## config.mk

```make
export PLATFORM = sky130hd
export DESIGN_NAME = ring_sensor_heading_tracker
export DESIGN_NICKNAME = d
export VERILOG_FILES = /design/src/rtl/rsht_pkg.sv /design/src/rtl/rsht_mean_unit.sv /design/src/rtl/ring_sensor_heading_tracker.sv
export SDC_FILE = /design/constraint.sdc
export NUM_CORES = 1
export LEC_CHECK = 0
export BUFFER_PORTS_ARGS = -buffer_cell sky130_fd_sc_hd__buf_2
export CORE_MARGIN = 4
export CORE_UTILIZATION = 60
export CTS_CLUSTER_DIAMETER = 120
export DETAILED_ROUTE_END_ITERATION = 7
export GPL_TIMING_DRIVEN = 1
export PLACE_DENSITY = 0.91
export SYNTH_ARGS = -nofsm -noshare
export SYNTH_HDL_FRONTEND = slang
export SYNTH_SLANG_ARGS = --single-unit
```

## constraint.sdc

```tcl
create_clock -name clock -period 7.3 [get_ports clock]
set_input_delay 1.46 -clock clock [delete_from_list [all_inputs] [get_ports clock]]
set_output_delay 1.46 -clock clock [all_outputs]
set_load 0.01 [all_outputs]
```

## src/rtl/rsht_pkg.sv

```systemverilog
// ----------------------------------------------------------------------------
// rsht_pkg: shared types and constants of the ring sensor heading tracker
// Field widths, the full-turn constant, sequencer state types and the
// command and status bundles that pass between the controller and the
// shared mean/wrap unit.
// ----------------------------------------------------------------------------
package rsht_pkg;

   localparam int HEAD_W    = 9;    // heading and sensor angle, degrees
   localparam int ANGLE_W   = 9;
   localparam int THR_W     = 10;   // detect threshold and compared sample
   localparam int HALF_W    = 8;    // window half width
   localparam int LIM_W     = 5;    // junction limit
   localparam int CNT_W     = 5;    // hit count
   localparam int SUM_W     = 14;   // signed angle sum
   localparam int DELTA_W   = 10;   // signed turn delta

   localparam int FULL_TURN = 360;

   // Divider takes one quotient bit per step; reduction tries 360 << k for k = 4..0
   localparam int DIV_STEPS = SUM_W;
   localparam int MOD_STEPS = 5;
   localparam int STEP_W    = 4;

   localparam int SENSORS_DEF     = 16;
   localparam int SAMPLE_BITS_DEF = 10;

   typedef enum logic [1:0] {
      U_IDLE,
      U_DIV,
      U_MOD,
      U_FIX
   } unit_state_type;

   typedef enum logic [2:0] {
      T_IDLE,
      T_EVAL,
      T_END,
      T_WRAP,
      T_OUT
   } ctrl_state_type;

   typedef struct packed {
      logic start;
      logic divide;
   } unit_cmd_type;

   typedef struct packed {
      logic              done;
      logic [HEAD_W-1:0] heading;
   } unit_rsp_type;

endpackage

```

## src/rtl/rsht_mean_unit.sv

```systemverilog
// ----------------------------------------------------------------------------
// rsht_mean_unit: iterative signed divide and wrap into 0..359
// One shared subtractor serves a restoring division by the hit count (one
// quotient bit a cycle), a reduction modulo 360 (five trial subtractions)
// and the final 360 - r fix for negative values.
// ----------------------------------------------------------------------------
module rsht_mean_unit
   import rsht_pkg::*;
(
   input  logic                    clock,
   input  logic                    reset,
   input  unit_cmd_type            cmd,
   input  logic signed [SUM_W-1:0] dividend,
   input  logic        [CNT_W-1:0] divisor,
   output unit_rsp_type            rsp
);

   unit_state_type    state_ff, state_in;
   logic              neg_ff, neg_in;
   logic [SUM_W-1:0]  work_ff, work_in;
   logic [CNT_W-1:0]  rem_ff, rem_in;
   logic [CNT_W-1:0]  divisor_ff, divisor_in;
   logic [STEP_W-1:0] step_ff, step_in;

   logic [CNT_W:0]    rem_cat;
   logic [SUM_W-1:0]  a_op, b_op;
   logic [SUM_W:0]    diff;
   logic              borrow;
   logic              fix_done;
   logic [HEAD_W-1:0] fold_heading;

   // next state
   always_comb begin
      state_in = state_ff;
      case (state_ff)
         U_IDLE: begin
            if (cmd.start) begin
               state_in = cmd.divide ? U_DIV : U_MOD;
            end
         end
         U_DIV: begin
            if (step_ff == '0) begin
               state_in = U_MOD;
            end
         end
         U_MOD: begin
            if (step_ff == '0) begin
               state_in = U_FIX;
            end
         end
         U_FIX: begin
            state_in = U_IDLE;
         end
         default: begin
            state_in = U_IDLE;
         end
      endcase
   end

   // operands of the shared subtractor and status
   always_comb begin
      rem_cat  = {rem_ff, work_ff[SUM_W-1]};
      a_op     = '0;
      b_op     = '0;
      fix_done = 1'b0;
      case (state_ff)
         U_DIV: begin
            a_op = SUM_W'(rem_cat);
            b_op = SUM_W'(divisor_ff);
         end
         U_MOD: begin
            a_op = work_ff;
            b_op = SUM_W'(FULL_TURN) << step_ff;
         end
         U_FIX: begin
            a_op     = SUM_W'(FULL_TURN);
            b_op     = work_ff;
            fix_done = 1'b1;
         end
         default: begin
            a_op = '0;
            b_op = '0;
         end
      endcase
   end

   assign diff         = {1'b0, a_op} - {1'b0, b_op};
   assign borrow       = diff[SUM_W];
   // negative remainder folds back to 360 - r, a zero remainder stays zero
   assign fold_heading = (neg_ff && (work_ff != '0)) ? diff[HEAD_W-1:0]
                                                      : work_ff[HEAD_W-1:0];
   assign rsp          = {fix_done, fold_heading};

   // datapath next values
   always_comb begin
      neg_in     = neg_ff;
      work_in    = work_ff;
      rem_in     = rem_ff;
      divisor_in = divisor_ff;
      step_in    = step_ff;
      case (state_ff)
         U_IDLE: begin
            if (cmd.start) begin
               neg_in     = dividend[SUM_W-1];
               work_in    = dividend[SUM_W-1] ? SUM_W'(-dividend) : SUM_W'(dividend);
               rem_in     = '0;
               divisor_in = divisor;
               step_in    = cmd.divide ? STEP_W'(DIV_STEPS - 1) : STEP_W'(MOD_STEPS - 1);
            end
         end
         U_DIV: begin
            work_in = {work_ff[SUM_W-2:0], ~borrow};
            rem_in  = borrow ? rem_cat[CNT_W-1:0] : diff[CNT_W-1:0];
            step_in = (step_ff == '0) ? STEP_W'(MOD_STEPS - 1) : step_ff - 1'b1;
         end
         U_MOD: begin
            if (!borrow) begin
               work_in = diff[SUM_W-1:0];
            end
            if (step_ff != '0) begin
               step_in = step_ff - 1'b1;
            end
         end
         default: begin
            work_in = work_ff;
         end
      endcase
   end

   always_ff @(posedge clock) begin
      if (reset) begin
         state_ff <= U_IDLE;
      end else begin
         state_ff <= state_in;
      end
   end

   always_ff @(posedge clock) begin
      neg_ff     <= neg_in;
      work_ff    <= work_in;
      rem_ff     <= rem_in;
      divisor_ff <= divisor_in;
      step_ff    <= step_in;
   end

endmodule

```

## src/rtl/ring_sensor_heading_tracker.sv

```systemverilog
// ----------------------------------------------------------------------------
// ring_sensor_heading_tracker: heading tracker fed by a ring of line sensors
//
//   channel   direction   handshake                 carries
//   req_      in          req_valid / req_ready     sample or turn item
//   rsp_      out         rsp_valid / rsp_ready     heading, hits, junction flag
//   csr_      in/out      APB write at access phase threshold, window, limit
//
// A sample that does not end a scan only passes the evaluate state, the last
// one also the end and output states. A turn or heading update waits in the
// wrap state on the shared divide/wrap unit (14 divide steps for an update,
// 5 reduction steps, 1 fix step). req_ready is high only while the controller
// is idle. A result waits in the rsp_ output register; the controller holds
// in its output state only while that register is still full. Synchronous
// reset restores the register defaults and clears heading, sum and count.
// ----------------------------------------------------------------------------
module ring_sensor_heading_tracker
   import rsht_pkg::*;
#(
   parameter int SENSORS     = SENSORS_DEF,
   parameter int SAMPLE_BITS = SAMPLE_BITS_DEF
)
(
   input  logic                      clock,
   input  logic                      reset,

   input  logic                      req_valid,
   output logic                      req_ready,
   input  logic                      req_action,
   input  logic [SAMPLE_BITS-1:0]    req_sample_value,
   input  logic [ANGLE_W-1:0]        req_sensor_angle,
   input  logic                      req_last_sample,
   input  logic                      req_apply_update,
   input  logic signed [DELTA_W-1:0] req_turn_delta,

   output logic                      rsp_valid,
   input  logic                      rsp_ready,
   output logic [HEAD_W-1:0]         rsp_heading,
   output logic [CNT_W-1:0]          rsp_hits,
   output logic                      rsp_junction,
   output logic                      rsp_line_seen,

   input  logic                      csr_psel,
   input  logic                      csr_penable,
   input  logic                      csr_pwrite,
   input  logic [3:0]                csr_paddr,
   input  logic [31:0]               csr_pwdata,
   output logic [31:0]               csr_prdata,
   output logic                      csr_pready
);

   localparam int VAL_W = (SAMPLE_BITS < THR_W) ? SAMPLE_BITS : THR_W;
   localparam int CAP   = (SENSORS < 31) ? SENSORS : 31;
   localparam logic [CNT_W-1:0] HIT_CAP = CNT_W'(CAP);

   localparam logic [1:0] REG_THRESHOLD = 2'd0;
   localparam logic [1:0] REG_HALF_WIDTH = 2'd1;
   localparam logic [1:0] REG_JUNCTION = 2'd2;

   localparam logic [HALF_W-1:0] HALF_RESET = HALF_W'(45);
   localparam logic [THR_W-1:0]  THR_RESET  = THR_W'(512);
   localparam logic [LIM_W-1:0]  LIM_RESET  = LIM_W'(3);

   ctrl_state_type       state_ff, state_in;

   logic [THR_W-1:0]     thr_ff;
   logic [HALF_W-1:0]    half_ff;
   logic [LIM_W-1:0]     lim_ff;

   logic [HEAD_W-1:0]    heading_ff, heading_in;
   logic [SUM_W-1:0]     sum_ff, sum_in;
   logic [CNT_W-1:0]     count_ff, count_in;

   logic                 act_ff;
   logic [THR_W-1:0]     value_ff;
   logic [ANGLE_W-1:0]   angle_ff;
   logic                 last_ff;
   logic                 upd_ff;
   logic [DELTA_W-1:0]   delta_ff;

   logic                 rsp_valid_ff, rsp_valid_in;
   logic [HEAD_W-1:0]    rsp_heading_ff;
   logic [CNT_W-1:0]     rsp_hits_ff;
   logic                 rsp_junction_ff;
   logic                 rsp_line_seen_ff;

   logic                 accept;
   logic                 rsp_load;
   logic [1:0]           csr_index;
   logic                 csr_write;

   unit_cmd_type         unit_cmd;
   unit_rsp_type         unit_rsp;
   logic [SUM_W-1:0]     unit_dividend;
   logic [SUM_W-1:0]     turn_sum;

   // window and hit evaluation
   logic [HEAD_W:0]      lo_raw, hi_raw;
   logic [HEAD_W-1:0]    lo, hi;
   logic                 crossing;
   logic                 in_window;
   logic                 hit;
   logic [ANGLE_W+1:0]   ang_ext, add;
   logic [SUM_W:0]       sum_wide;
   logic [SUM_W-1:0]     sum_sat;

   assign accept     = req_valid && req_ready;
   assign csr_index  = csr_paddr[3:2];
   assign csr_write  = csr_psel && csr_penable && csr_pwrite;
   assign csr_pready = 1'b1;

   always_comb begin
      case (csr_index)
         REG_THRESHOLD:  csr_prdata = 32'(thr_ff);
         REG_HALF_WIDTH: csr_prdata = 32'(half_ff);
         REG_JUNCTION:   csr_prdata = 32'(lim_ff);
         default:        csr_prdata = '0;
      endcase
   end

   assign lo_raw = {1'b0, heading_ff} - {2'b00, half_ff};
   assign hi_raw = {1'b0, heading_ff} + {2'b00, half_ff};
   assign lo     = lo_raw[HEAD_W] ? HEAD_W'(lo_raw + (HEAD_W+1)'(FULL_TURN)) : lo_raw[HEAD_W-1:0];
   assign hi     = (hi_raw >= (HEAD_W+1)'(FULL_TURN)) ? HEAD_W'(hi_raw - (HEAD_W+1)'(FULL_TURN))
                                                       : hi_raw[HEAD_W-1:0];
   // equal bounds count as a window across zero
   assign crossing  = !(lo < hi);
   assign in_window = crossing ? ((angle_ff >= lo) || (angle_ff <= hi))
                               : ((angle_ff >= lo) && (angle_ff <= hi));
   assign hit       = in_window && (value_ff > thr_ff) && (count_ff < HIT_CAP);

   // angles past the upper bound of a crossing window count as negative
   assign ang_ext  = {2'b00, angle_ff};
   assign add      = (!crossing || (angle_ff <= hi)) ? ang_ext
                                                     : ang_ext - (ANGLE_W+2)'(FULL_TURN);
   assign sum_wide = {sum_ff[SUM_W-1], sum_ff} + {{(SUM_W-ANGLE_W-1){add[ANGLE_W+1]}}, add};

   always_comb begin
      if (sum_wide[SUM_W] != sum_wide[SUM_W-1]) begin
         sum_sat = sum_wide[SUM_W] ? {1'b1, {(SUM_W-1){1'b0}}} : {1'b0, {(SUM_W-1){1'b1}}};
      end else begin
         sum_sat = sum_wide[SUM_W-1:0];
      end
   end

   assign turn_sum = {{(SUM_W-HEAD_W){1'b0}}, heading_ff}
                   + {{(SUM_W-DELTA_W){delta_ff[DELTA_W-1]}}, delta_ff};

   // next state
   always_comb begin
      state_in = state_ff;
      case (state_ff)
         T_IDLE: begin
            if (accept) begin
               state_in = T_EVAL;
            end
         end
         T_EVAL: begin
            if (act_ff) begin
               state_in = T_WRAP;
            end else if (last_ff) begin
               state_in = T_END;
            end else begin
               state_in = T_IDLE;
            end
         end
         T_END: begin
            state_in = (upd_ff && (count_ff != '0)) ? T_WRAP : T_OUT;
         end
         T_WRAP: begin
            if (unit_rsp.done) begin
               state_in = T_OUT;
            end
         end
         T_OUT: begin
            if (rsp_load) begin
               state_in = T_IDLE;
            end
         end
         default: begin
            state_in = T_IDLE;
         end
      endcase
   end

   // controller outputs
   always_comb begin
      req_ready       = 1'b0;
      unit_cmd.start  = 1'b0;
      unit_cmd.divide = 1'b0;
      unit_dividend   = turn_sum;
      rsp_load        = 1'b0;
      case (state_ff)
         T_IDLE: begin
            req_ready = 1'b1;
         end
         T_EVAL: begin
            unit_cmd.start = act_ff;
         end
         T_END: begin
            unit_cmd.start  = upd_ff && (count_ff != '0);
            unit_cmd.divide = 1'b1;
            unit_dividend   = sum_ff;
         end
         T_OUT: begin
            rsp_load = !rsp_valid_ff || rsp_ready;
         end
         default: begin
            req_ready = 1'b0;
         end
      endcase
   end

   rsht_mean_unit u_mean (
      .clock    (clock),
      .reset    (reset),
      .cmd      (unit_cmd),
      .dividend (unit_dividend),
      .divisor  (count_ff),
      .rsp      (unit_rsp)
   );

   // tracker state next values
   always_comb begin
      heading_in = heading_ff;
      sum_in     = sum_ff;
      count_in   = count_ff;
      if ((state_ff == T_EVAL) && !act_ff && hit) begin
         sum_in   = sum_sat;
         count_in = count_ff + 1'b1;
      end
      if ((state_ff == T_WRAP) && unit_rsp.done) begin
         heading_in = unit_rsp.heading;
      end
      // a finished scan clears its accumulators
      if (rsp_load && !act_ff) begin
         sum_in   = '0;
         count_in = '0;
      end
   end

   assign rsp_valid_in = rsp_load ? 1'b1 : (rsp_ready ? 1'b0 : rsp_valid_ff);

   always_ff @(posedge clock) begin
      if (reset) begin
         state_ff     <= T_IDLE;
         thr_ff       <= THR_RESET;
         half_ff      <= HALF_RESET;
         lim_ff       <= LIM_RESET;
         heading_ff   <= '0;
         sum_ff       <= '0;
         count_ff     <= '0;
         rsp_valid_ff <= 1'b0;
      end else begin
         state_ff     <= state_in;
         heading_ff   <= heading_in;
         sum_ff       <= sum_in;
         count_ff     <= count_in;
         rsp_valid_ff <= rsp_valid_in;
         if (csr_write) begin
            case (csr_index)
               REG_THRESHOLD:  thr_ff  <= csr_pwdata[THR_W-1:0];
               REG_HALF_WIDTH: half_ff <= csr_pwdata[HALF_W-1:0];
               REG_JUNCTION:   lim_ff  <= csr_pwdata[LIM_W-1:0];
               default:        thr_ff  <= thr_ff;
            endcase
         end
      end
   end

   // hold the accepted item for the length of its work
   always_ff @(posedge clock) begin
      if (accept) begin
         act_ff   <= req_action;
         value_ff <= THR_W'(req_sample_value[VAL_W-1:0]);
         angle_ff <= req_sensor_angle;
         last_ff  <= req_last_sample;
         upd_ff   <= req_apply_update;
         delta_ff <= req_turn_delta;
      end
   end

   always_ff @(posedge clock) begin
      if (rsp_load) begin
         rsp_heading_ff   <= heading_ff;
         rsp_hits_ff      <= act_ff ? '0 : count_ff;
         rsp_junction_ff  <= !act_ff && (count_ff > lim_ff);
         rsp_line_seen_ff <= !act_ff && (count_ff != '0);
      end
   end

   assign rsp_valid     = rsp_valid_ff;
   assign rsp_heading   = rsp_heading_ff;
   assign rsp_hits      = rsp_hits_ff;
   assign rsp_junction  = rsp_junction_ff;
   assign rsp_line_seen = rsp_line_seen_ff;

endmodule
```

==> out/results.tsv <==
metric	value	unit
status	completed	
R2R cell count	30	
peak supply drop	0.0001643	V
hpwl dp	18480	um
Lkg Pwr	4.832	nW
fmax	145.2	MHz
RePlAce Congestion	0.8875	
min-delay src	thr_ff[8]	
Worst-path clk slew	0.07	ns
Sw Pwr	1.062	mW
initial antenna violation count	0	
Antenna diodes	0	
CP peak stage delay	0.49	ns
Internal	1.853	mW
CP endpoint kind	flop	
Max Root-Sink Buffers	2	
I/O Pins	126	
Slew Viols, Final	0	
Post-synth top flop	edfxtp_1	
CP max stage cell	or4_1	
part of the power in registers	35.3	%
critical path required time	7.62	ns
post-layout min period	6.888	ns
Chip Width	140.0	um
worst path arrival time	7.20	ns
Hold Path Depth	2	
initial core utilization	62.12	%
Post-CTS Hold Buffers	0	
Core ar.	16820	um2
Hold Path Class	flop to flop	
fin crit share	94.36	%
Clock Skew	0.009197	ns
# rows	47	
drt via density	6.196	
Max-Cap Viols	0	
Setup TNS	0	ns
Least-Margin Pin Slew	1.238	ns
Crit Path Class	flop to flop	
R2R Path Start	half_ff[6]	
clock power share	31.4	%
RSZ-0062 raised after global routing	false	
Total Wirelength	26370	um
DRC Markers	0	
gr ovfl total	0	
synth warn	0	
largest net degree at the start of global routing	37	
root buf cell	clkbuf_16	
crit path launch type	flop	
Synth Instances	1166	
Post-synth EDFFs	77	
Num CTS Buffers	17	
Vias	9053	
final hold viol count	0	
mapped cell area	10450	um2
share of cells above drive strength 1	15.47	%
hold_ws	0.4654	ns
power per cell area	250.4	nW/um2
nets	1408	
Seq/Total Area, Yosys	33.05	%
vias in the first global route	8781	
Netlist cell types	84	
Worst Setup SP	half_ff[6]	
initial DRC count	752	
top cells by area, synth	edfxtp_1 22%, ha_1 12%, dfxtp_1 11%, mux2i_1 4.2%, nor2_1 3.7%	
WL/cell	18.05	um
Reg2Reg Setup Slack	0.41	ns
Async SR Flop Fraction	0	%
CTS tree	done	
area grow syn2layout	11.43	%
#FFs+latches synth	134	
post-synth top area share	22.13	%
post-synthesis average cell area	8.960	um2
cell taking the most area after synthesis	edfxtp_1	
TritonRoute pass-1 iters	5	
Clock Sinks	134	
die area	19590	um2
CTS H-Tree Depth	4	
combinational share of power	33.4	%
worst-skew pair later-pin latency	0.43	ns
first-pass GRT wire length	42480	um
ANT nets after route	0	
gr usage total	26.36	%
final setup vio count	0	
Slew Limit Headroom	16.41	%
maximum net fanout on the critical path	9	
Sw Ratio	36.44	%
most used cell along the critical path	nand2_1	
port buffer count	78	
Die Span Y	140.0	um
-- what timing repair did --
| item | in CTS | in global routing |
|---|---|---|
| setup buffers | 0 | 4 |
| resized for setup | 0 | 15 |
| endpoints found under the setup margin | 0 | 13 |
-- power by group through the flow --
stage,combinational (mW),clock (mW),sequential (mW)
after floorplan,0.742,0,0.988
after global placement,0.891,0,1.03
after detailed placement,0.922,0,1.04
after CTS,0.941,0.915,1.02
after global routing,1.07,0.955,1.04
final,0.972,0.915,1.03
-- worst paths after layout --
check              endpoint
hold reg to reg   thr_ff[8]
setup / recovery  sum_ff[7]
setup reg to reg  sum_ff[7]
hold / removal    thr_ff[8]
-- cells by family (layout without fill, tap and decap cells) --
kind of cell | count (synthesis) | after routing | share of synthesized area, %
adder cells (fa/ha/maj) | 115 | 115 | 14.00
buffers and inverters | 149 | 202 | 6.467
multiplexers | 49 | 49 | 4.862
AO/OA/AOI/OAI | 303 | 303 | 19.52
other | 2 | 23 | 0.07188
XOR/XNOR | 63 | 64 | 5.461
flip-flops | 134 | 134 | 33.05
AND/OR/NAND/NOR | 351 | 351 | 16.56
-- synth_stat cells, types with 3 or more instances --
master and count:
nor3b_1 7, o21bai_1 11, a22oi_1 15, nand2b_1 26
a41oi_1 4, a21o_1 25, buf_4 25, nand2_1 86
buf_2 6, o211ai_1 8, edfxtp_1 77, a31oi_1 10
fa_1 5, mux2_2 4, nor3_1 12, mux2i_1 44
nand3b_1 5, a22o_1 10, nor2_1 102, o22ai_1 8
or3_1 7, a211oi_1 14, o21ai_0 66, a21oi_1 73
inv_1 72, nor2b_1 31, and3_1 11, and2_1 13
xor2_1 29, clkbuf_1 38, a21oi_2 10, nand4_1 7
nand3_1 11, dfxtp_1 57, or2_2 14, buf_1 6
maj3_2 9, xnor2_1 33, a211o_1 3, ha_1 100
nor4_1 11, o21a_1 7
-- critical path: cells and delay by family, from the launching register on --
family | cells | cell delay (ns)
simple gates | 11 | 2.04
xor+xnor | 2 | 0.48
compound gates | 8 | 1.39
fa+ha+maj | 5 | 1.75
mux | 2 | 0.46
flops | 1 | 0.42
buf+inv | 2 | 0.23
-- registers in the layout (all words and copies together) (netlist names), 8 cells and up --
name	count
value_ff	10
angle_ff	9
rsp_heading	9
half_ff	8
u_mean.work_ff	14
sum_ff	14
heading_ff	9
delta_ff	10
thr_ff	10
-- routing by layer --
layer,global-route usage [%],share of wire [%]
met5,0,0
met3,5.044,7.8
met1,32.69,40
met2,43.99,48
met4,13.26,4.7
-- cell type report --
class                      instances  area, um2
clock buffer                      18      429.2
clock inverter                    14      188.9
fill                            1166       5177
inverter                          72      270.3
multi-input combinational        905       6481
sequential                       134       3456
tap                              220      275.3
timing repair buffer              98      540.5
-- through the flow --
step	power [mW]	instance area, um2	utilization (%)	setup slack [ns]	cells
after floorplan	1.730	10530	-	0.8383	1187
after global placement	1.925	10910	64.87	0.3484	1424
after detailed placement	1.960	10910	64.87	0.1370	1424
after CTS	2.879	11530	68.55	0.01517	1456
after global routing	3.059	11640	69.22	0.02017	1461
final	2.915	11640	69.22	0.4118	1461
-- placed cells by master (no fill, tap or decap), types with 15 or more instances in the layout --
master,instances
buf_2,78
o21ai_0,65
nand2_1,86
mux2i_1,44
a22oi_1,15
xor2_1,28
ha_1,97
edfxtp_1,77
a21o_1,25
dfxtp_1,55
inv_1,72
a21oi_1,72
xnor2_1,33
clkbuf_16,17
nor2_1,101
nor2b_1,31
buf_4,20
nand2b_1,26
conb_1,23
No activity file was read; power rests on OpenSTA's default activity.
